===== src/ips_pkg.sv =====
// ----------------------------------------------------------------------------
// ips_pkg: shared types and constants for the integer axis prefix sum
// Widths, register map and the item record passed from front to back.
// ----------------------------------------------------------------------------
`default_nettype none

package ips_pkg;

  localparam int unsigned DATA_W      = 32;
  localparam int unsigned INNER_MAX   = 1024;
  localparam int unsigned IDX_W       = $clog2(INNER_MAX);
  localparam int unsigned INNER_LEN_W = 11;
  localparam int unsigned COUNT_W     = 16;
  localparam int unsigned ADDR_W      = 4;
  localparam int unsigned QDEPTH      = 4;
  localparam int unsigned QPTR_W      = $clog2(QDEPTH);

  typedef enum logic [1:0] {
    REG_AXIS_LEN    = 2'd0,
    REG_INNER_LEN   = 2'd1,
    REG_OUTER_COUNT = 2'd2,
    REG_EXCLUSIVE   = 2'd3
  } reg_idx_e;

  typedef struct packed {
    logic [COUNT_W-1:0]     axis_len;
    logic [INNER_LEN_W-1:0] inner_len;
    logic [COUNT_W-1:0]     outer_count;
    logic                   exclusive_mode;
  } cfg_t;

  // One classified element, as queued between front and back.
  typedef struct packed {
    logic signed [DATA_W-1:0] value;
    logic [IDX_W-1:0]         idx;
    logic                     first_axis;
    logic                     slice_end;
    logic                     tensor_end;
  } item_t;

endpackage

`default_nettype wire


===== src/ips_regs.sv =====
// ----------------------------------------------------------------------------
// ips_regs: configuration register file
// APB-style write/read of the four scan registers; any valid write
// pulses a position clear so a new tensor starts.
// ----------------------------------------------------------------------------
`default_nettype none

module ips_regs (
  input  wire logic                       clk_i,
  input  wire logic                       rst_ni,
  input  wire logic                       psel,
  input  wire logic                       penable,
  input  wire logic                       pwrite,
  input  wire logic [ips_pkg::ADDR_W-1:0] paddr,
  input  wire logic [31:0]                pwdata,
  output logic      [31:0]                prdata,
  output logic                            pready,
  output ips_pkg::cfg_t                   cfg_o,
  output logic                            clear_o
);

  ips_pkg::cfg_t     cfg_q, cfg_d;
  ips_pkg::reg_idx_e idx;
  logic              wr_en;

  assign pready = 1'b1;
  assign wr_en  = psel & penable & pwrite;
  assign idx    = ips_pkg::reg_idx_e'(paddr[3:2]);

  always_comb begin
    cfg_d = cfg_q;
    if (wr_en) begin
      case (idx)
        ips_pkg::REG_AXIS_LEN:    cfg_d.axis_len       = pwdata[ips_pkg::COUNT_W-1:0];
        ips_pkg::REG_INNER_LEN:   cfg_d.inner_len      = pwdata[ips_pkg::INNER_LEN_W-1:0];
        ips_pkg::REG_OUTER_COUNT: cfg_d.outer_count    = pwdata[ips_pkg::COUNT_W-1:0];
        ips_pkg::REG_EXCLUSIVE:   cfg_d.exclusive_mode = pwdata[0];
        default:                  cfg_d = cfg_q;
      endcase
    end
  end

  always_ff @(posedge clk_i or negedge rst_ni) begin
    if (!rst_ni) begin
      cfg_q.axis_len       <= ips_pkg::COUNT_W'(1);
      cfg_q.inner_len      <= ips_pkg::INNER_LEN_W'(1);
      cfg_q.outer_count    <= ips_pkg::COUNT_W'(1);
      cfg_q.exclusive_mode <= 1'b0;
    end else begin
      cfg_q <= cfg_d;
    end
  end

  always_comb begin
    case (idx)
      ips_pkg::REG_AXIS_LEN:    prdata = 32'(cfg_q.axis_len);
      ips_pkg::REG_INNER_LEN:   prdata = 32'(cfg_q.inner_len);
      ips_pkg::REG_OUTER_COUNT: prdata = 32'(cfg_q.outer_count);
      ips_pkg::REG_EXCLUSIVE:   prdata = 32'(cfg_q.exclusive_mode);
      default:                  prdata = '0;
    endcase
  end

  assign cfg_o   = cfg_q;
  assign clear_o = wr_en;

endmodule

`default_nettype wire


===== config.mk =====
export PLATFORM = sky130hd
export DESIGN_NAME = ips_regs
export DESIGN_NICKNAME = d
export VERILOG_FILES = /design/src/ips_pkg.sv /design/src/ips_regs.sv
export SDC_FILE = /design/constraint.sdc
export NUM_CORES = 1
export LEC_CHECK = 0
export CORE_ASPECT_RATIO = 0.75
export CORE_MARGIN = 3
export CORE_UTILIZATION = 40
export CTS_CLUSTER_DIAMETER = 60
export DETAILED_ROUTE_END_ITERATION = 8
export DONT_BUFFER_PORTS = 1
export SETUP_SLACK_MARGIN = 0.15
export SYNTH_ARGS = -nofsm -noshare
export SYNTH_HDL_FRONTEND = slang
export SYNTH_SLANG_ARGS = --single-unit

===== constraint.sdc =====
create_clock -name clk_i -period 4.2 [get_ports clk_i]
set_input_delay 1.26 -clock clk_i [delete_from_list [all_inputs] [get_ports clk_i]]
set_output_delay 1.26 -clock clk_i [all_outputs]
set_load 0.01 [all_outputs]

==> results by group <==
Outcome
  – Status: finished, final reports clean

STA
  – Setup tns final: 0 ps
  – Relative slew slack: 50.83%
  – Fin crit share: 77.92%
  – Min Tclk post-route: 3273 ps
  – Fmax: 305.6 MHz
  – Hold Violations, Final: 0
  – Setup Skew: 0 ps
  – Setup violations, final: 0
  – Tightest Pin Transition: 735.4 ps
  – Slew Limit Fails: 0
  – Final worst setup slack: 927.5 ps
  – RSZ-0062 raised after global routing: no

Worst setup path
  – CP max stage cell: nor2b_1
  – CP Class: in2out
  – R2R cell count: 1
  – CP Capture Type: primary output
  – CP max stage delay: 260 ps
  – Origin of the critical flop-to-flop path: cfg_o[10]
  – Crit-path cells: nor2b_1, buf_4, nand2_1, o21ai_0
  – R2r endpoint: cfg_o[10]
  – Setup crit start kind: primary input
  – Worst Path Max Fanout: 21
  – Worst path bufs/invs: 1
  – WP data required: 2940 ps
  – Reg2reg setup slack: 3350 ps
  – CP delay by family, top: simple AND/OR/NAND/NOR gates
  – CP arrival: 2010 ps

Worst hold path
  – Hold Crit Class: reg2reg
  – Cells on Worst Hold Path: 1
  – Worst hold start: cfg_o[27]
  – Hold worst-path end: cfg_o[27]

Finish
  – Finished layout cell area: 2310 um2
  – Nets@finish: 203
  – Synth-to-Final Area Change: 3.476%
  – Ant diodes: 0
  – Share of layout cells above drive strength 1: 36.81%
  – Fillers: 467
  – Max reg flops: 44

Clock network
  – Total setup buffers inserted after CTS: 0
  – CTS tree: yes
  – # clock sinks: 44
  – Clk Latency, worst-skew pair: 280 ps
  – Clock-pin slew on the worst setup and hold paths: 70 ps
  – CTS resizes: 0
  – Hold-fix buffers, CTS: 0
  – CTS Buffer Depth: 2
  – Num CTS Buffers: 5
  – CTS root buf: clkbuf_8
  – # H-tree levels: 2

Yosys
  – Synth cell types: 21
  – Post-Syn Instances: 164
  – Largest cells by area after synthesis: dfrtp_1, mux2_4, mux2_2, mux2i_1, buf_4
  – Synthesis-stage register bit count: 44
  – Yosys top cell by area: dfrtp_1
  – Synth warn: 0
  – Mapped Area: 2232 um2
  – Area share of the leading cell type in the synthesized netlist: 45.96%
  – Seq/Total Area, Yosys: 49.50%
  – Synth Area per Inst: 13.61 um2

Placed design
  – Placed cell areas: 2183 um2
  – Placer Congestion: 0.6331
  – Final HPWL DP: 3465 um
  – Dpl ws: 928.7 ps
  – Port Buffer Count: 0

Routing
  – Detailed Routing Iterations Pass 1: 4
  – Vias: 1247
  – Final wirelength: 4863 um
  – Post-route ant nets: 0
  – Residual DRC count: 0
  – Drt via density: 5.306
  – Drt initial violations: 26
  – WL/cell: 20.69 um

Global route
  – Total GRT Usage: 15.12%
  – Vias in the first global route: 1434
  – First-pass GRT wire length: 7748 um
  – GRT overflow: 0
  – Initial antenna violation count: 0
  – Largest net degree at the start of global routing: 45

Job
  – Max-Cap Viols: 0

Die
  – Die X: 92.26 um
  – Starting Density: 43.36%
  – Top-Level Pins: 119
  – Row count: 22
  – Die Span Y: 70.70 um
  – Core Region: 5147 um2
  – Die area: 6522 um2

Power and ir drop
  – PwrDens: 527.8 nW/um2
  – P_leak: 1.060 nW
  – Worst vdd ir: 223.0 uV
-- area by class of cell --
cell class | instances | area (um2) | share of cell area, %
clock buffer | 7 | 96.34 | 4.171
clock inverter | 1 | 30.03 | 1.300
multi-input combinational | 108 | 965.9 | 41.82
sequential | 44 | 1105 | 47.83
tap | 72 | 90.09 | 3.900
timing repair buffer | 3 | 22.52 | 0.9751
-- power by group --
group / total (mW) / internal, mW / switching [mW]
Clock: 0.345 / 0.210 / 0.135
Sequential: 0.673 / 0.527 / 0.146
Combinational: 0.201 / 0.125 / 0.0758
-- per-layer routing --
| metal | vias to the layer above | part of all wire (%) | routed length, um | track usage, % |
|---|---|---|---|---|
| li1 | 525 | - | - | - |
| met1 | 651 | 41 | 1984 | 18.42 |
| met2 | 68 | 49 | 2390 | 25.89 |
| met3 | 3 | 9.7 | 472 | 6.057 |
| met4 | 0 | 0.29 | 14 | 2.471 |
| met5 | - | 0 | 0 | 0 |
-- synthesized netlist by cell type, drive strengths merged --
cell    count
and3        1
and3b       1
buf        25
clkbuf      2
conb        2
dfrtp      41
dfstp       3
mux2       44
mux2i      15
mux4        1
nand2      10
nand3       1
nand3b      1
nor2        5
nor2b       1
nor3b       1
o21ai      10
-- through the flow --
step	utilization, %	cells	hold WS, ps	power [mW]
2_1_floorplan	-	179	565.7	0.8490
3_3_place_gp	42.42	227	589.3	0.8670
3_5_place_dp	42.42	227	596.0	0.8856
4_1_cts	44.87	235	622.1	1.237
5_1_grt	44.87	235	631.1	1.287
6_report	44.87	235	617.7	1.219
-- logic make-up (layout without fill, tap and decap cells) --
logic type	Yosys count	in the layout	synth area share [%]
compound gates	10	10	2.242
mux	60	60	33.30
flops	44	44	49.50
other cells	2	17	0.3364
simple gates	21	21	4.877
buf+inv	27	11	9.753
-- placed cells by master, fill, tap and decap left out, types with 3 or more instances in the layout --
| cell type | synthesis | routed |
|---|---|---|
| mux2_2 | 24 | 24 |
| nand2_1 | 10 | 10 |
| o21ai_0 | 10 | 10 |
| mux2i_1 | 15 | 15 |
| conb_1 | 2 | 17 |
| nor2_1 | 5 | 5 |
| mux2_4 | 20 | 20 |
| dfstp_2 | 3 | 3 |
| clkbuf_8 | 0 | 7 |
| dfrtp_1 | 41 | 41 |
| buf_4 | 18 | 3 |
-- how the worst max path moves through the flow --
| stage | to | depth (start not counted) | start |
|---|---|---|---|
| 2_1_floorplan | prdata[1] | 4 | paddr[2] |
| 3_3_place_gp | prdata[2] | 4 | paddr[3] |
| 3_5_place_dp | prdata[3] | 4 | paddr[3] |
| 4_1_cts | prdata[3] | 4 | paddr[3] |
| 5_1_grt | prdata[3] | 4 | paddr[3] |
| 6_report | prdata[3] | 4 | paddr[3] |
Note: power is estimated with default switching activity, not from simulation.
