==> config.mk <==
export PLATFORM = sky130hd
export DESIGN_NAME = ips_front
export DESIGN_NICKNAME = d
export VERILOG_FILES = /design/src/ips_pkg.sv /design/src/ips_front.sv
export SDC_FILE = /design/constraint.sdc
export NUM_CORES = 1
export LEC_CHECK = 0
export BUFFER_PORTS_ARGS = -buffer_cell sky130_fd_sc_hd__buf_2
export CORE_MARGIN = 4
export CORE_UTILIZATION = 48
export DETAILED_ROUTE_END_ITERATION = 8
export PLACE_DENSITY = 0.78
export SLEW_MARGIN = 20
export SYNTH_ARGS = -nofsm -noshare
export SYNTH_HDL_FRONTEND = slang
export SYNTH_SLANG_ARGS = --single-unit
==> constraint.sdc <==
create_clock -name clk_i -period 3 [get_ports clk_i]
set_input_delay 0.6 -clock clk_i [delete_from_list [all_inputs] [get_ports clk_i]]
set_output_delay 0.6 -clock clk_i [all_outputs]
set_load 0.01 [all_outputs]
==> src/ips_pkg.sv <==
// ----------------------------------------------------------------------------
// ips_pkg: shared types and constants for the integer axis prefix sum
// Widths, register map and the item record passed from front to back.
// ----------------------------------------------------------------------------
`default_nettype none

package ips_pkg;

  localparam int unsigned DATA_W      = 32;
  localparam int unsigned INNER_MAX   = 1024;
  localparam int unsigned IDX_W       = $clog2(INNER_MAX);
  localparam int unsigned INNER_LEN_W = 11;
  localparam int unsigned COUNT_W     = 16;
  localparam int unsigned ADDR_W      = 4;
  localparam int unsigned QDEPTH      = 4;
  localparam int unsigned QPTR_W      = $clog2(QDEPTH);

  typedef enum logic [1:0] {
    REG_AXIS_LEN    = 2'd0,
    REG_INNER_LEN   = 2'd1,
    REG_OUTER_COUNT = 2'd2,
    REG_EXCLUSIVE   = 2'd3
  } reg_idx_e;

  typedef struct packed {
    logic [COUNT_W-1:0]     axis_len;
    logic [INNER_LEN_W-1:0] inner_len;
    logic [COUNT_W-1:0]     outer_count;
    logic                   exclusive_mode;
  } cfg_t;

  // One classified element, as queued between front and back.
  typedef struct packed {
    logic signed [DATA_W-1:0] value;
    logic [IDX_W-1:0]         idx;
    logic                     first_axis;
    logic                     slice_end;
    logic                     tensor_end;
  } item_t;

endpackage

`default_nettype wire

==> src/ips_front.sv <==
// ----------------------------------------------------------------------------
// ips_front: input side
// Tracks inner/axis/outer positions of each request and tags it with
// its running-sum index and end-of-slice / end-of-tensor flags.
// ----------------------------------------------------------------------------
`default_nettype none

module ips_front (
  input  wire logic                       clk_i,
  input  wire logic                       rst_ni,
  input  wire ips_pkg::cfg_t              cfg_i,
  input  wire logic                       clear_i,
  input  wire logic                       s_axis_tvalid_i,
  output logic                            s_axis_tready_o,
  input  wire logic [ips_pkg::DATA_W-1:0] s_axis_tdata_i,  // [31:0] value
  input  wire logic                       q_full_i,
  output logic                            push_o,
  output ips_pkg::item_t                  item_o
);

  logic [ips_pkg::IDX_W-1:0]       inner_q, inner_d;
  logic [ips_pkg::COUNT_W-1:0]     axis_q, axis_d;
  logic [ips_pkg::COUNT_W-1:0]     outer_q, outer_d;
  logic [ips_pkg::INNER_LEN_W-1:0] n_inner;
  logic [ips_pkg::COUNT_W-1:0]     n_axis, n_outer;
  logic                            last_inner, last_axis, last_outer;

  // zero lengths act as one; inner length saturates at the store depth
  always_comb begin
    if (cfg_i.inner_len == '0) begin
      n_inner = ips_pkg::INNER_LEN_W'(1);
    end else if (cfg_i.inner_len > ips_pkg::INNER_LEN_W'(ips_pkg::INNER_MAX)) begin
      n_inner = ips_pkg::INNER_LEN_W'(ips_pkg::INNER_MAX);
    end else begin
      n_inner = cfg_i.inner_len;
    end
    n_axis  = (cfg_i.axis_len == '0)    ? ips_pkg::COUNT_W'(1) : cfg_i.axis_len;
    n_outer = (cfg_i.outer_count == '0) ? ips_pkg::COUNT_W'(1) : cfg_i.outer_count;
  end

  assign last_inner = ({1'b0, inner_q} + ips_pkg::INNER_LEN_W'(1)) >= n_inner;
  assign last_axis  = ({1'b0, axis_q} + 17'd1) >= {1'b0, n_axis};
  assign last_outer = ({1'b0, outer_q} + 17'd1) >= {1'b0, n_outer};

  assign s_axis_tready_o = ~q_full_i;
  assign push_o          = s_axis_tvalid_i & ~q_full_i;

  always_comb begin
    item_o.value      = s_axis_tdata_i;
    item_o.idx        = ({1'b0, inner_q} >= n_inner) ? '0 : inner_q;
    item_o.first_axis = (axis_q == '0);
    item_o.slice_end  = last_inner & last_axis;
    item_o.tensor_end = last_inner & last_axis & last_outer;
  end

  always_comb begin
    inner_d = inner_q;
    axis_d  = axis_q;
    outer_d = outer_q;
    if (clear_i) begin
      inner_d = '0;
      axis_d  = '0;
      outer_d = '0;
    end else if (push_o) begin
      if (!last_inner) begin
        inner_d = inner_q + 1'b1;
      end else begin
        inner_d = '0;
        if (!last_axis) begin
          axis_d = axis_q + 1'b1;
        end else begin
          axis_d  = '0;
          outer_d = last_outer ? '0 : outer_q + 1'b1;
        end
      end
    end
  end

  always_ff @(posedge clk_i or negedge rst_ni) begin
    if (!rst_ni) begin
      inner_q <= '0;
      axis_q  <= '0;
      outer_q <= '0;
    end else begin
      inner_q <= inner_d;
      axis_q  <= axis_d;
      outer_q <= outer_d;
    end
  end

endmodule

`default_nettype wire

==> metrics.md, run 1 <==
| Metric | Value |
|---|---|
| Clock power share | `0.357` |
| # Max-Cap Violations | `0` |
| CTS tree | `built` |
| First-pass GRT wire length | `between 15 and 20 mm` |
| Design area | `0.00647 mm2` |
| Port Buffers | `62` |
| Worst min-delay path category | `in2async` |
| Placed insts | `763` |
| DR iter-0 viols | `about 260` |
| Nets@finish | `between 800 and 900` |
| Die Wd | `slightly above 100 um` |
| R2R depth | `19` |
| Sequential fraction of design power | `0.445` |
| Pwr Density | `between 150 and 200 mW/mm2` |
| Shortest period the worst path allows | `approximately 3.6 ns` |
| Via/cell ratio | `about 6` |
| DRC | `0` |
| Setup WS pre-CTS | `-0.516 ns` |
| Routed WL per cell | `about 18 um` |
| Vias in the first global route | `roughly 4500` |
| Initial antenna violation count | `0` |
| Clock-pin transition on the worst setup and hold timing paths | `around 0.080 ns` |
| Worst slew pin tran | `slightly below 1 ns` |
| Worst setup margin | `-0.627 ns` |
| Avg Cell Area, Syn | `8.20 um2` |
| Layout area overhead | `49.7%` |
| CTS Root Cell | `clkbuf_8` |
| Ant diodes | `0` |
| Main synth FF type | `dfrtp_1` |
| Cell Count, Final, Fillers Out | `between 800 and 900` |
| Initial Util | `0.495` |
| Leakage power | `roughly 3.4 nW` |
| Chip height | `103 um` |
| Vias | `~4700` |
| Critical Path Source Type | `register` |
| Post-synth EDFFs | `0` |
| Maximum clock rate | `276 MHz` |
| Final setup viols | `between 40 and 50` |
| Largest net degree at the start of global routing | `43` |
| Die area | `between 0.01 and 0.015 mm2` |
| WP data arrival | `3.03 ns` |
| HPWL after DPL | `~9 mm` |
| Routed Antenna Nets | `0` |
| WS Path Type | `reg2out` |
| GR Util All Layers | `0.232` |
| Register area share after synthesis | `0.243` |
| Worst clock skew | `slightly below 0.008 ns` |
| Depth of the CTS H-tree | `2` |
| Drt total wl | `between 10 and 15 mm` |
| Fraction of registers with async set/reset | `1.00` |
| P_int | `roughly 0.00094 W` |
| Share of cells above drive strength 1 | `0.481` |
| FP Rows | `34` |
| Max_slew headroom | `0.351` |
| I/O pins | `128` |
| Setup Total Neg Slack | `-11.71 ns` |
| Peak VDD IR | `about 0.17 mV` |
| Gate power share | `0.198` |
| Drt pass-1 iters | `5` |
| Violated checks | `setup timing` |
| Dpl cell area | `approximately 0.0054 mm2` |
| Crit. End Element | `output pin` |
| Cells after Synth | `between 500 and 600` |
| Switching portion of total power | `0.267` |
| Mapped cell area | `between 0.004 and 0.005 mm2` |
| Core Area | `0.00872 mm2` |
| CTS sink count | `between 40 and 50` |
| RSZ-0062 raised after global routing | `true` |
| Total chip power | `0.00128 W` |
| R2R Setup Slk | `-0.33 ns` |
| Yosys warnings | `0` |
| CTS Buf Count | `5` |
| Final slew viol count | `0` |
| Tcrit/Tclk final | `1.21` |
| Final Wtd Congestion | `between 0.8 and 0.9` |
| Max FO, Critical Path | `3` |
| Critical Path RT | `between 2 and 2.5 ns` |
| Grt total ovfl | `0` |
| Mapped Nets | `665` |
| Bufs on Longest Clock Path | `2` |
| Fin. Hold Viols | `0` |
| Switch Pwr | `~0.00034 W` |
| Clock Latency Late Sink | `~0.30 ns` |
| Flops & latches, synth | `42` |
| Count of cell types in the netlist | `between 50 and 60` |
| Hold_buf cts | `0` |
| Status | `finished with violations` |
## critical path, stage by stage, from the launching register on
cell	delay, ns
dfrtp_1	0.45
nand2_2	0.11
nor2_2	0.12
buf_4	0.14
and2_4	0.15
buf_6	0.08
nand4_1	0.15
xnor2_2	0.21
ha_1	0.29
nand4_1	0.12
nor3_4	0.15
o31ai_2	0.10
o211ai_2	0.21
and2_4	0.21
nor2b_4	0.14
buf_6	0.10
## cell type report
| cell class | count | area, um2 |
|---|---|---|
| Multi-Input combinational cell | 390 | 3410 |
| Tap cell | 108 | 135 |
| Clock buffer | 7 | 76.3 |
| Clock inverter | 1 | 30.0 |
| Timing Repair Buffer | 210 | 1580 |
| Sequential cell | 42 | 1050 |
| Fill cell | 561 | 2250 |
| Inverter | 48 | 183 |
## repair_timing
action | in CTS | in global routing
endpoints found under the setup margin | 44 | 44
gates cloned | 3 | 1
buffers inserted | 11 | 23
pin swaps | 35 | 34
gates resized for setup | 44 | 117
## cells in the final DEF, fill, tap and decap left out, types with 4 or more instances in the layout
cell / count
a21o_1: 11
nand2b_4: 5
xor2_1: 13
buf_6: 30
o21a_1: 4
a32o_1: 10
nor4_1: 9
nor4_4: 4
xnor2_1: 12
nor2_1: 24
a21oi_2: 11
ha_1: 49
o2bb2ai_2: 7
nand2b_1: 4
buf_4: 131
nand3_4: 5
o21ai_0: 10
inv_1: 46
nor2_2: 5
nand2_2: 10
o21ai_1: 4
xnor2_2: 8
nand3_2: 4
dfrtp_1: 41
nand3_1: 16
ha_4: 5
buf_2: 48
nor3_4: 4
o21ai_2: 5
nand2_1: 54
and2_4: 10
nand4_1: 12
and3_1: 4
clkbuf_8: 5
a21oi_1: 14
## per-layer routing
layer / wire [um] / track usage
met2: 7860 / 0.420
met3: 980 / 0.0345
met5: 0 / 0
met4: 596 / 0.0886
met1: 5310 / 0.276
## synth_stat cells, drive strengths merged, types with 2 or more instances
cell      n  share of area
a211oi    3         0.0052
a21o     11          0.019
a21oi    27          0.031
a31oi     4         0.0058
a32o     13          0.031
a41o      2         0.0046
and2     12          0.017
and3      6         0.0098
and4      2         0.0041
buf      37          0.067
clkbuf   12          0.011
dfrtp    42           0.24
ha       57           0.17
inv      47          0.041
nand2    66          0.057
nand2b    9          0.013
nand3    24          0.030
nand4    13          0.020
nor2     30          0.026
nor2b     2         0.0029
nor3      9          0.010
nor3b     2         0.0035
nor4     14          0.024
o211ai    2         0.0046
o21a      4         0.0070
o21ai    19          0.022
o22ai     2         0.0029
o2bb2ai   7          0.024
xnor2    21          0.043
xor2     15          0.030
## kinds of logic after synthesis
group | synth area share
buf+inv | 0.120
flops | 0.243
simple gates | 0.227
compound gates | 0.171
fa+ha+maj | 0.165
xor+xnor | 0.0730
## power by group through the flow
stage	registers (W)	clock network [W]	logic, W
final	0.000568	0.000456	0.000253
after global routing	0.000569	0.000489	0.000277
after CTS	0.000568	0.000455	0.000227
after detailed placement	0.000580	0	0.000213
after global placement	0.000579	0	0.000201
after floorplan	0.000581	0	0.000132
## path summary, 6_finish.rpt
check | start | to
worst max-delay path | axis_q[1] | item_o[0]
worst min-delay path | rst_ni | outer_q[15]
worst max register to register | axis_q[0] | axis_q[9]
worst min register to register | axis_q[10] | axis_q[10]
max in group asynchronous | rst_ni | axis_q[0]
min in group clk_i | axis_q[10] | axis_q[10]
## sequential cells by signal (all words and copies together) (netlist names)
signal / cells
axis_q: 16
outer_q: 16
inner_q: 10
## metrics by stage
step / utilization / hold WS, ns
floorplan: - / 0.304
global placement: 0.613 / 0.514
detailed placement: 0.613 / 0.527
CTS: 0.662 / 0.477
global route: 0.742 / 0.509
finish: 0.742 / 0.451
Note: power is estimated with default switching activity, not from simulation.
==> inputs of run 2 (changes only) <==
RECOVER_POWER = 50   (was not set)
==> run 2 against run 1 <==
Effect of this change: wire length about the same; critical path type unchanged; sequential cell count unchanged; highest routed layer unchanged; final cell count unchanged; the run ends with capacitance limit, slew limit, setup timing left; via count about the same; clock power about the same; count of clock-buffer cells in the layout unchanged.
==> metrics.md, run 2 (same netlist as run 1, synthesis figures left out) <==
| Metric | Value |
|---|---|
| CTS tree | `built` |
| Routed WL per cell | `about 18 um` |
| Top flop regs | `axis_q (16), outer_q (16), inner_q (10)` |
| Max_slew headroom | `-0.560` |
| Shortest period the worst path allows | `approximately 3.6 ns` |
| Pwr Density | `198 mW/mm2` |
| Initial antenna violation count | `0` |
| Drt pass-1 iters | `5` |
| Ant diodes | `0` |
| GR Util All Layers | `0.232` |
| WS Path Type | `reg2out` |
| Core Area | `0.00872 mm2` |
| CTS sink count | `42` |
| Vias | `~4700` |
| Worst setup margin | `-0.627 ns` |
| Critical Path RT | `around 2.4 ns` |
| Grt total ovfl | `0` |
| # Max-Cap Violations | `1` |
| CTS Buf Count | `5` |
| Die area | `0.0106 mm2` |
| Final setup viols | `44` |
| Via/cell ratio | `5.88` |
| Status | `finished with violations` |
| Final Wtd Congestion | `just under 0.9` |
| RSZ-0062 raised after global routing | `true` |
| Initial Util | `0.495` |
| Critical Path Source Type | `register` |
| Final slew viol count | `43` |
| Vias in the first global route | `about 4500` |
| Worst slew pin tran | `~2.3 ns` |
| First-pass GRT wire length | `around 20 mm` |
| Max FO, Critical Path | `3` |
| Fin. Hold Viols | `0` |
| HPWL after DPL | `about 9.0 mm` |
| Nets@finish | `around 840` |
| Hold WS | `between 0.5 and 0.6 ns` |
| Peak VDD IR | `0.167 mV` |
| Worst min-delay path category | `reg2reg` |
| Violated checks | `capacitance limit, slew limit, setup timing` |
| Largest net degree at the start of global routing | `43` |
| Leakage power | `about 3.4 nW` |
| Drt total wl | `approximately 15 mm` |
| Clock Latency Late Sink | `~0.3 ns` |
| Design area | `~0.0065 mm2` |
| Worst clock skew | `around 0.0080 ns` |
| Share of cells above drive strength 1 | `0.480` |
| Layout area overhead | `49.7%` |
| Placed insts | `between 700 and 800` |
| I/O pins | `around 130` |
| Dpl cell area | `roughly 0.0054 mm2` |
| DRC | `0` |
| Depth of the CTS H-tree | `2` |
| Crit. End Element | `output pin` |
| Most frequent cells in the layout | `buf_4 (131), nand2_1 (54), ha_1 (49)` |
| Cell Count, Final, Fillers Out | `approximately 810` |
| Chip height | `between 100 and 150 um` |
| Port Buffers | `62` |
| Maximum clock rate | `around 280 MHz` |
| WP data arrival | `a little over 3 ns` |
| Bufs on Longest Clock Path | `2` |
| FP Rows | `34` |
| Die Wd | `103 um` |
| Most common cell after layout, fill and taps aside | `buf_4` |
| Hold_buf cts | `0` |
| DR iter-0 viols | `255` |
| Total chip power | `between 0.001 and 0.0015 W` |
| Tcrit/Tclk final | `1.21` |
| Routed Antenna Nets | `0` |
| Clock-pin transition on the worst setup and hold timing paths | `around 0.08 ns` |
| CTS Root Cell | `clkbuf_8` |
[run 2: path summary, 6_finish.rpt]
| path | startpoint | end | slack [ns] | cells past startpoint |
|---|---|---|---|---|
| max | axis_q[1] | item_o[0] | -0.63 | 15 |
| min | axis_q[10] | axis_q[10] | 0.58 | 2 |
| max reg2reg | axis_q[0] | axis_q[9] | -0.33 | 19 |
| min reg2reg | axis_q[10] | axis_q[10] | 0.58 | 2 |
| max in group asynchronous | rst_ni | axis_q[0] | 0.50 | 1 |
| min in group asynchronous | rst_ni | outer_q[15] | 1.00 | 1 |
[run 2: per-layer routing]
metal  GRT usage  wire length, um  vias up
li1            -                -     2160
met1       0.276             5300     2263
met2       0.420             7860      249
met3      0.0345              980       69
met4      0.0886              596        0
met5           0                0        -
[run 2: area by class of cell]
class                      instances  area, um2
multi-input combinational        390       3410
fill                             559       2250
timing repair buffer             210       1580
sequential                        42       1050
inverter                          48        183
tap                              108        135
clock buffer                       7       76.3
clock inverter                     1       30.0
[run 2: stage by stage]
stage	util	setup TNS (ns)	setup slack, ns
floorplan	-	-0.295	-0.153
finish	0.741	-11.71	-0.627
global placement	0.613	-6.21	-0.376
global route	0.741	-18.38	-0.762
CTS	0.662	-5.46	-0.519
detailed placement	0.613	-11.46	-0.516
[run 2: where the power goes]
part / switching (W) / leakage (nW) / internal, W
Clock: 0.000207 / 0.0524 / 0.000249
Combinational: 0.000134 / 2.79 / 0.000119
Sequential: 0.00000133 / 0.585 / 0.000567
Total: 0.000342 / 3.43 / 0.000935
[run 2: what timing repair did]
| item | in CTS | in global routing |
|---|---|---|
| setup buffers | 11 | 23 |
| pin swaps | 35 | 34 |
| gates resized for setup | 44 | 117 |
| setup endpoints to repair | 44 | 44 |
| cloned | 3 | 1 |
[run 2: worst max-delay path, cell delays in order (launching register included)]
cell and delay [ns]:
dfrtp_1 0.45, nand2_2 0.11, nor2_2 0.12, buf_4 0.14
and2_4 0.15, buf_6 0.08, nand4_1 0.15, xnor2_2 0.21
ha_1 0.29, nand4_1 0.12, nor3_4 0.15, o31ai_2 0.10
o211ai_2 0.21, and2_4 0.21, nor2b_4 0.14, buf_6 0.10
