$ cat src/ips_pkg.sv
// ----------------------------------------------------------------------------
// ips_pkg: shared types and constants for the integer axis prefix sum
// Widths, register map and the item record passed from front to back.
// ----------------------------------------------------------------------------
`default_nettype none

package ips_pkg;

  localparam int unsigned DATA_W      = 32;
  localparam int unsigned INNER_MAX   = 1024;
  localparam int unsigned IDX_W       = $clog2(INNER_MAX);
  localparam int unsigned INNER_LEN_W = 11;
  localparam int unsigned COUNT_W     = 16;
  localparam int unsigned ADDR_W      = 4;
  localparam int unsigned QDEPTH      = 4;
  localparam int unsigned QPTR_W      = $clog2(QDEPTH);

  typedef enum logic [1:0] {
    REG_AXIS_LEN    = 2'd0,
    REG_INNER_LEN   = 2'd1,
    REG_OUTER_COUNT = 2'd2,
    REG_EXCLUSIVE   = 2'd3
  } reg_idx_e;

  typedef struct packed {
    logic [COUNT_W-1:0]     axis_len;
    logic [INNER_LEN_W-1:0] inner_len;
    logic [COUNT_W-1:0]     outer_count;
    logic                   exclusive_mode;
  } cfg_t;

  // One classified element, as queued between front and back.
  typedef struct packed {
    logic signed [DATA_W-1:0] value;
    logic [IDX_W-1:0]         idx;
    logic                     first_axis;
    logic                     slice_end;
    logic                     tensor_end;
  } item_t;

endpackage

`default_nettype wire

$ cat src/ips_queue.sv
// ----------------------------------------------------------------------------
// ips_queue: short request queue between front and back
// Circular buffer; push and pop may happen in the same cycle.
// ----------------------------------------------------------------------------
`default_nettype none

module ips_queue (
  input  wire logic           clk_i,
  input  wire logic           rst_ni,
  input  wire logic           push_i,
  input  wire ips_pkg::item_t push_item_i,
  input  wire logic           pop_i,
  output logic                full_o,
  output logic                valid_o,
  output ips_pkg::item_t      head_o
);

  localparam int unsigned CNT_W = $clog2(ips_pkg::QDEPTH + 1);

  ips_pkg::item_t              buf_q [ips_pkg::QDEPTH];
  logic [ips_pkg::QPTR_W-1:0]  wr_ptr_q, rd_ptr_q;
  logic [CNT_W-1:0]            cnt_q;

  assign full_o  = (cnt_q == CNT_W'(ips_pkg::QDEPTH));
  assign valid_o = (cnt_q != '0);
  assign head_o  = buf_q[rd_ptr_q];

  always_ff @(posedge clk_i) begin
    if (push_i) begin
      buf_q[wr_ptr_q] <= push_item_i;
    end
  end

  always_ff @(posedge clk_i or negedge rst_ni) begin
    if (!rst_ni) begin
      wr_ptr_q <= '0;
      rd_ptr_q <= '0;
      cnt_q    <= '0;
    end else begin
      if (push_i) begin
        wr_ptr_q <= wr_ptr_q + 1'b1;
      end
      if (pop_i) begin
        rd_ptr_q <= rd_ptr_q + 1'b1;
      end
      case ({push_i, pop_i})
        2'b10:   cnt_q <= cnt_q + 1'b1;
        2'b01:   cnt_q <= cnt_q - 1'b1;
        default: cnt_q <= cnt_q;
      endcase
    end
  end

endmodule

`default_nettype wire

$ cat config.mk
export PLATFORM = sky130hd
export DESIGN_NAME = ips_queue
export DESIGN_NICKNAME = d
export VERILOG_FILES = /design/src/ips_pkg.sv /design/src/ips_queue.sv
export SDC_FILE = /design/constraint.sdc
export NUM_CORES = 1
export LEC_CHECK = 0
export ABC_AREA = 0
export BUFFER_PORTS_ARGS = -buffer_cell sky130_fd_sc_hd__buf_2
export CAP_MARGIN = 10
export CELL_PAD_IN_SITES_DETAIL_PLACEMENT = 0
export CELL_PAD_IN_SITES_GLOBAL_PLACEMENT = 1
export CORE_MARGIN = 8
export CORE_UTILIZATION = 38
export DETAILED_ROUTE_END_ITERATION = 8
export GPL_ROUTABILITY_DRIVEN = 0
export HOLD_SLACK_MARGIN = 0.02
export PLACE_DENSITY_LB_ADDON = 0.1
export RECOVER_POWER = 50
export SLEW_MARGIN = 10
export SYNTH_ARGS = -nofsm -noshare
export SYNTH_HDL_FRONTEND = slang
export SYNTH_SLANG_ARGS = --single-unit
$ cat constraint.sdc
create_clock -name clk_i -period 2.9 [get_ports clk_i]
set_clock_uncertainty 0.2 [all_clocks]
set_input_delay 0.29 -clock clk_i [delete_from_list [all_inputs] [get_ports clk_i]]
set_output_delay 0.29 -clock clk_i [all_outputs]
set_load 0.01 [all_outputs]
==> results.yml, run 1 <==
floorplanning:
  fp.coreArea_um2: 17900
  rows: 49
  ios: 96
  die_area_um2: 22700
  dieHeight_um: 151
  start_util_pct: 38.6
  die_x_um: 151
cts:
  clkSinkCount: 187
  clock-root-buffer: "clkbuf_16"
  clk_path_buf_depth: 2
  cts_setup_buffers: 0
  clock_latency_ps: 410
  h-tree-depth: 4
  holdBufCountCts: 49
  cts_tree: "done"
  cts_made_buffers: 17
  cts.repair.resized: 0
  clk_pin_slew_ps: 70
place:
  place_area_um2: 7730
  dp_hpwl_um: 8350
  io_buffer_count: 95
  place_ws_ps: 585
  placedCellCount: 596
synthesis:
  synth-seq-cells: 187
  async_reset_ff_share_pct: 3.74
  ys.flop_type: "edfxtp_1"
  synth_cell_type_count: 20
  synth_area_leaders: "edfxtp_1 78%, mux4_2 15%, dfrtp_1 2.5%"
  syn_avg_cell_area_um2: 25.8
  synth_commonest_cells: "180 x edfxtp_1, 45 x mux4_2, 7 x dfrtp_1, 5 x buf_2, 5 x ha_1"
  synth-edff-count: 180
  synth_area_leader_cell: "edfxtp_1"
  syn_nets: 323
  synth_cells: 268
  synth.top_cell.area_share_pct: 78.3
  synth_warnings: 0
  synth_most_common_cell: "edfxtp_1"
  ys_seq_area_share_pct: 80.8
  syn_area_um2: 6910
cells_and_area:
  utilization_pct: 48.9
  drive_gt1_share_pct: 31.7
  syn2layout_area_growth_pct: 26.7
  diodes: 0
  fin_area_um2: 8750
  fin_cells: 677
  fin_nets: 490
timing:
  rsz0062_at_grt: "no"
  tightest_slew_ps: 694
  setup_tns_ps: 0
  holdWs_ps: 285
  drv_slew: 0
  clock.fmax_mhz: 371
  hold_violations: 0
  post-route-min-period_ps: 2690
  slew_headroom_pct: 53.7
  worst_slack_ps: 208
  fin_crit_sh_pct: 92.8
  final-setup-viol-count: 0
power_and_ir_drop:
  leakage_nw: 2.95
  peakVddDrop_v: 0.000425
  power_density_nw_per_um2: 966
  finalPower_mw: 8.45
setup_path:
  rrSetupSlack_ps: 690
  critPathSlowestCell: "dfrtp_4"
  worst_r2r_path_depth: 3
  cp.required_ps: 2410
  worstSetupPathType: "flip-flop to output pin"
  path_max_fanout: 26
  crit_start: "rd_ptr_q[0]$_DFFE_PN0P_"
  startpoint_type: "flip-flop"
  crit_path_end: "head_o[25]"
  reg2reg_to: "buf_q[3][30]$_DFFE_PP_"
  worstPathCellList: "buf_4, mux4_2, buf_2"
  reg2reg_from: "wr_ptr_q[0]$_DFFE_PN0P_"
  cp.arrival_ps: 2200
  max_stage_delay_ps: 780
  cp-end-kind: "output pin"
global_routing:
  globalRoute.totalOverflow: 0
  grt_max_degree: 42
  grt_pass1_wl_um: 20500
  grt_pass1_vias: 3697
  grt_antenna_before_repair: 0
  track_usage_pct: 12.3
min_path:
  hold_class: "flip-flop to flip-flop"
  hold_path_startpoint: "cnt_q[2]$_DFFE_PN0P_"
routing:
  via_per_inst: 4.74
  ant_nets: 0
  initialDrtViolationCount: 111
  totalWireLength_um: 13000
  drtPass1Iterations: 4
  wl_per_cell_um: 19.2
  via_count: 3211
  route.detailed.drc: 0
run_status:
  status: "finished clean"
run:
  maxCapViolCount: 0
## layout make-up
class,instances,area (µm²)
inverter,3,11.3
fill,1535,9150
clock inverter,15,171
multi-input combinational,68,1220
sequential,187,5590
tap,229,287
clock buffer,17,425
timing repair buffer,158,1050
## kinds of logic (layout without fill, tap and decap cells)
kind of cell               count (synthesis)  count (layout)  synth area share, %
DFF                                      187             187                 80.8
muxes                                     46              46                 14.8
buffers and inverters                     13             193                 1.59
and+or+nand+nor                            9               9                0.725
adders and majority gates                  6               6                 1.20
xor gates and xnor gates                   6               6                0.761
AOI/OAI and AO/OA                          1               1               0.0724
## per-layer routing
metal  vias up  part of all wire [%]  track usage [%]
li1       1469                     -                -
met4         0                   1.2             4.75
met2        63                    53             21.0
met1      1670                    42             14.5
met5         -                     0                0
met3         9                   4.1             3.44
## sequential cells by signal (all words and copies together) (netlist names)
name      count
buf_q       180
cnt_q         3
rd_ptr_q      2
wr_ptr_q      2
## worst min path at each step
stage / depth (start not counted) / slack, ps / endpoint
5_1_grt: 1 / 300 / cnt_q[2]$_DFFE_PN0P_
4_1_cts: 1 / 290 / cnt_q[2]$_DFFE_PN0P_
2_1_floorplan: 0 / -210 / cnt_q[0]$_DFFE_PN0P_
6_report: 1 / 290 / cnt_q[2]$_DFFE_PN0P_
3_3_place_gp: 1 / -70 / cnt_q[2]$_DFFE_PN0P_
3_5_place_dp: 1 / -60 / cnt_q[2]$_DFFE_PN0P_
## critical path: cells and delay by family, from the launching register on
kind / cells / cell delay, ps
flops: 1 / 780
buf+inv: 2 / 470
mux: 1 / 530
## cell usage in the layout (no fill, tap or decap), types with 5 or more instances in the layout
master,n
edfxtp_1,180
clkbuf_1,46
clkbuf_16,17
dfrtp_1,5
buf_4,10
buf_2,49
mux4_2,45
dlygate4sd3_1,49
ha_1,5
## power by group
part | switching [mW] | internal (mW) | leakage (nW) | total (mW)
sequential | 0.268 | 3.54 | 1.73 | 3.81
combinational | 1.16 | 1.17 | 0.927 | 2.33
clock | 0.955 | 1.36 | 0.291 | 2.31
total | 2.38 | 6.07 | 2.95 | 8.45
(Power assumes the default switching activity.)
==> run 2, diff against run 1 <==
==> constraint.sdc (replaced) <==
create_clock -name clk_i -period 2.9 [get_ports clk_i]
set_clock_uncertainty 0.2 [all_clocks]
set_input_delay 0.58 -clock clk_i [delete_from_list [all_inputs] [get_ports clk_i]]
set_output_delay 0.58 -clock clk_i [all_outputs]
set_load 0.01 [all_outputs]
==> run 2 against run 1 <==
Net effect: combinational power rose by 2%; first-iteration DRC count rose by 36%; routed wire length fell by 1.1%; die area did not move; via count fell by 5.7%; critical endpoint is now head_o[3]; total power fell by 2.6%; largest power group unchanged; non-clock buffer count fell by 52; clock power fell by 7%; core utilization fell by 3.1 points; sequential share of layout area rose by 4.4 points; final area fell by 6.4%.
==> results.yml, run 2 (synthesized netlist as in run 1, its figures left out) <==
cells_and_area:
  mostFrequentLayoutCells: "180 x edfxtp_1, 48 x buf_2, 47 x clkbuf_1"
  syn2layout_area_growth_pct: 18.6
  drive_gt1_share_pct: 35.1
  diodes: 0
  fin_area_um2: 8190
  reg_top3: "buf_q: 180 flops, cnt_q: 3 flops"
  largest-register: "buf_q"
  utilization_pct: 45.7
  fin_nets: 438
  largest_reg_flops: 180
  layout_commonest_cell: "edfxtp_1"
setup_path:
  crit_path_end: "head_o[3]"
  path_max_fanout: 19
  cp.required_ps: 2120
  crit_start: "rd_ptr_q[0]$_DFFE_PN0P_"
  reg2reg_to: "buf_q[3][22]$_DFFE_PP_"
  cp.arrival_ps: 1940
  rrSetupSlack_ps: 580
  worst_r2r_path_depth: 3
  cp-end-kind: "output pin"
  worstSetupPathType: "flip-flop to output pin"
  reg2reg_from: "wr_ptr_q[0]$_DFFE_PN0P_"
  startpoint_type: "flip-flop"
timing:
  tightest_slew_ps: 1410
  drv_slew: 0
  hold_violations: 0
  post-route-min-period_ps: 2720
  rsz0062_at_grt: "no"
  clock.fmax_mhz: 368
  worst_slack_ps: 185
  setup_tns_ps: 0
  final-setup-viol-count: 0
  fin_crit_sh_pct: 93.6
  slew_headroom_pct: 5.88
cts:
  cts_tree: "done"
  clkSinkCount: 187
  clk_pin_slew_ps: 70
  clk_path_buf_depth: 2
  h-tree-depth: 4
  clock_latency_ps: 420
  cts.repair.resized: 0
  cts_made_buffers: 17
  clock-root-buffer: "clkbuf_16"
place:
  place_area_um2: 7700
  place_ws_ps: 604
  dp_hpwl_um: 7630
  io_buffer_count: 95
routing:
  via_count: 3027
  routed.top_layer: "met4"
  ant_nets: 0
  drtPass1Iterations: 4
  route.detailed.drc: 0
  wl_met3_um: 665
  via_per_inst: 4.84
  initialDrtViolationCount: 151
  routed-wl-met2_um: 6660
  totalWireLength_um: 12900
  wl_per_cell_um: 20.6
  met1Wirelength_um: 5370
power_and_ir_drop:
  leakage_nw: 2.71
  netSwitchingPower_mw: 2.39
  comb_power_share_pct: 28.8
  p_sw_share_pct: 29.0
  power_density_nw_per_um2: 1010
  finalPower_mw: 8.23
  clock_power_share_pct: 26.1
  p_int_mw: 5.85
  peakVddDrop_v: 0.000412
  seq_power_share_pct: 45.0
floorplanning:
  die_x_um: 151
  ios: 96
  fp.coreArea_um2: 17900
  start_util_pct: 38.6
  rows: 49
  dieHeight_um: 151
  die_area_um2: 22700
run_status:
  status: "finished clean"
global_routing:
  globalRoute.totalOverflow: 0
  grt_pass1_vias: 3401
  grt_max_degree: 47
  track_usage_pct: 12.0
  grt_antenna_before_repair: 0
  grt_pass1_wl_um: 19600
min_path:
  hold_class: "input pin to flip-flop"
run:
  maxCapViolCount: 0
run 2: changes by cell type in the layout (fill, tap and decap cells not counted), moves of 2 or more:
cell           change
and2_0             -2
dlygate4sd3_1     -48
and2_2             +2
buf_4              -4
bufinv_16          -2
run 2: critical path, stage by stage, from the launching register on:
cell,delay (ps)
dfrtp_4,540
buf_12,240
mux4_2,550
buf_2,160
run 2: layer usage:
metal  global-route usage, %  vias up
met5                       0        -
met4                    5.29        0
met3                    3.23       17
met2                    20.0       65
met1                    14.4     1578
li1                        -     1367
run 2: worst min path at each step:
stage	to	cells after the start	start	slack, ps
2_1_floorplan	cnt_q[0]$_DFFE_PN0P_	0	rst_ni	80
3_3_place_gp	cnt_q[2]$_DFFE_PN0P_	1	rst_ni	220
3_5_place_dp	cnt_q[2]$_DFFE_PN0P_	1	rst_ni	220
4_1_cts	buf_q[0][41]$_DFFE_PP_	1	push_item_i[41]	150
5_1_grt	rd_ptr_q[0]$_DFFE_PN0P_	2	pop_i	160
6_report	rd_ptr_q[0]$_DFFE_PN0P_	2	pop_i	180
run 2: final cells by class:
| cell class | count | area [µm²] |
|---|---|---|
| Fill cell | 1578 | 9710 |
| Sequential cell | 187 | 5590 |
| Clock inverter | 15 | 124 |
| Clock buffer | 17 | 425 |
| Inverter | 3 | 11.3 |
| Timing Repair Buffer | 106 | 537 |
| Multi-Input combinational cell | 68 | 1220 |
| Tap cell | 229 | 287 |
run 2: repair_timing:
| action | 4_1_cts | 5_1_grt |
|---|---|---|
| hold buffers | 1 | 0 |
| buffers inserted | 0 | 0 |
| hold endpoints to repair | 7 | 0 |
run 2: power by group through the flow:
stage                     Sequential, mW  Combinational [mW]  Clock, mW
final                               3.71                2.37       2.15
after detailed placement            3.77                2.50          0
after CTS                           3.72                2.51       2.21
after global placement              3.75                2.50          0
after global routing                3.77                2.60       2.30
after floorplan                     3.70                1.64          0
run 2: metrics by stage:
step                hold slack [ps]  cells
finish                          176    625
global route                    163    625
CTS                             147    625
detailed placement              223    592
global placement                219    592
floorplan                      84.4    268
==> run 3, diff against run 2 <==
- MAX_ROUTING_LAYER: not set -> met4
- RECOVER_POWER: 50 -> not set
==> run 3 against run 2 <==
Net effect: core utilization grew 0.41 points; global-route usage rose by 0.31 points; register-to-register slack improved by 570 ps; die area stayed put; largest power group unchanged; highest routed layer unchanged.
==> results.yml, run 3 (synthesized netlist as in run 1, its figures left out) <==
floorplanning:
  rows: 49
  fp.coreArea_um2: 17900
  ios: 96
  dieHeight_um: 151
  die_area_um2: 22700
  die_x_um: 151
  start_util_pct: 38.6
cells_and_area:
  largest_reg_flops: 180
  fin_area_um2: 8260
  diodes: 0
  largest-register: "buf_q"
  syn2layout_area_growth_pct: 19.7
  layout_commonest_cell: "edfxtp_1"
  drive_gt1_share_pct: 47.0
  reg_top3: "buf_q: 180 flops, cnt_q: 3 flops"
  fin_nets: 438
  mostFrequentLayoutCells: "180 x edfxtp_1, 95 x buf_2, 45 x mux4_2"
routing:
  via_count: 3025
  initialDrtViolationCount: 165
  totalWireLength_um: 12800
  via_per_inst: 4.84
  drtPass1Iterations: 4
  wl_per_cell_um: 20.5
  ant_nets: 0
  route.detailed.drc: 0
timing:
  setup_tns_ps: 0
  drv_slew: 0
  slew_headroom_pct: 69.4
  final-setup-viol-count: 0
  tightest_slew_ps: 459
  rsz0062_at_grt: "no"
  clock.fmax_mhz: 369
  hold_violations: 0
  post-route-min-period_ps: 2710
  fin_crit_sh_pct: 93.5
cts:
  cts_made_buffers: 17
  clk_path_buf_depth: 2
  cts_tree: "done"
  h-tree-depth: 4
  clock_latency_ps: 410
  clock-root-buffer: "clkbuf_16"
  clkSinkCount: 187
  clk_pin_slew_ps: 70
setup_path:
  startpoint_type: "flip-flop"
  path_max_fanout: 19
  worst_r2r_path_depth: 4
  cp.required_ps: 2120
  cp.arrival_ps: 1930
  worstSetupPathType: "flip-flop to output pin"
  cp-end-kind: "output pin"
place:
  place_area_um2: 7700
  dp_hpwl_um: 7630
  io_buffer_count: 95
power_and_ir_drop:
  finalPower_mw: 8.24
  p_int_mw: 5.86
  p_sw_share_pct: 28.9
  comb_power_share_pct: 29.0
  peakVddDrop_v: 0.000407
  power_density_nw_per_um2: 998
  leakage_nw: 2.84
  netSwitchingPower_mw: 2.38
  seq_power_share_pct: 44.9
  clock_power_share_pct: 26.1
global_routing:
  grt_pass1_vias: 3391
  grt_max_degree: 47
  globalRoute.totalOverflow: 0
  track_usage_pct: 12.3
  grt_antenna_before_repair: 0
  grt_pass1_wl_um: 19600
run_status:
  status: "finished clean"
min_path:
  hold_class: "input pin to flip-flop"
  hold_depth: 2
run:
  maxCapViolCount: 0
run 3: timing repair:
action                                  in CTS  in global routing
buffers inserted                             0                  0
endpoints found under the hold margin        7                  0
endpoints found under the setup margin       0                  0
hold buffers                                 1                  0
resized for setup                            0                  0
run 3: worst max-delay path: stages (launching register included):
cell     delay (ps)
dfrtp_4         540
buf_12          240
mux4_2          560
buf_2           160
run 3: worst paths after layout:
check                                        start                 endpoint  slack (ps)
min                                          pop_i  rd_ptr_q[0]$_DFFE_PN0P_         170
min in group asynchronous                   rst_ni     cnt_q[2]$_DFFE_PN0P_         310
max                        rd_ptr_q[0]$_DFFE_PN0P_                head_o[3]         190
min reg2reg                   cnt_q[2]$_DFFE_PN0P_     cnt_q[2]$_DFFE_PN0P_         290
max in group asynchronous                   rst_ni  rd_ptr_q[0]$_DFFE_PN0P_        2010
max reg2reg                wr_ptr_q[0]$_DFFE_PN0P_   buf_q[2][37]$_DFFE_PP_        1150
run 3: layer usage:
layer / routed length, µm / part of all wire, % / vias up / global-route usage [%]
met5: 0 / 0 / - / -
met3: 508 / 4.0 / 16 / 2.93
met4: 191 / 1.5 / 0 / 5.29
met2: 6640 / 52 / 58 / 20.0
li1: - / - / 1365 / -
met1: 5450 / 43 / 1586 / 14.4
run 3: through the flow:
stage               util, %  setup slack [ps]  std cells  hold slack [ps]
floorplan                 -               592        268             84.4
global route           46.2              84.5        625              157
detailed placement     43.0               604        592              223
global placement       43.0               607        592              219
finish                 46.2               187        625              173
CTS                    46.2               133        625              147
run 3: layout make-up:
cell class              instances  area, µm²
flip-flops and latches        187       5590
fillers                      1560       9640
clock inverters                15        124
inverters                       3       11.3
multi-input cells              68       1220
repair buffers                106        611
well taps                     229        287
clock buffers                  17        425
run 3: power groups by stage:
stage | sequential, mW | clock (mW) | combinational (mW)
2_1_floorplan | 3.70 | 0 | 1.64
3_3_place_gp | 3.75 | 0 | 2.50
3_5_place_dp | 3.77 | 0 | 2.50
4_1_cts | 3.72 | 2.21 | 2.51
5_1_grt | 3.76 | 2.30 | 2.62
6_report | 3.70 | 2.15 | 2.39
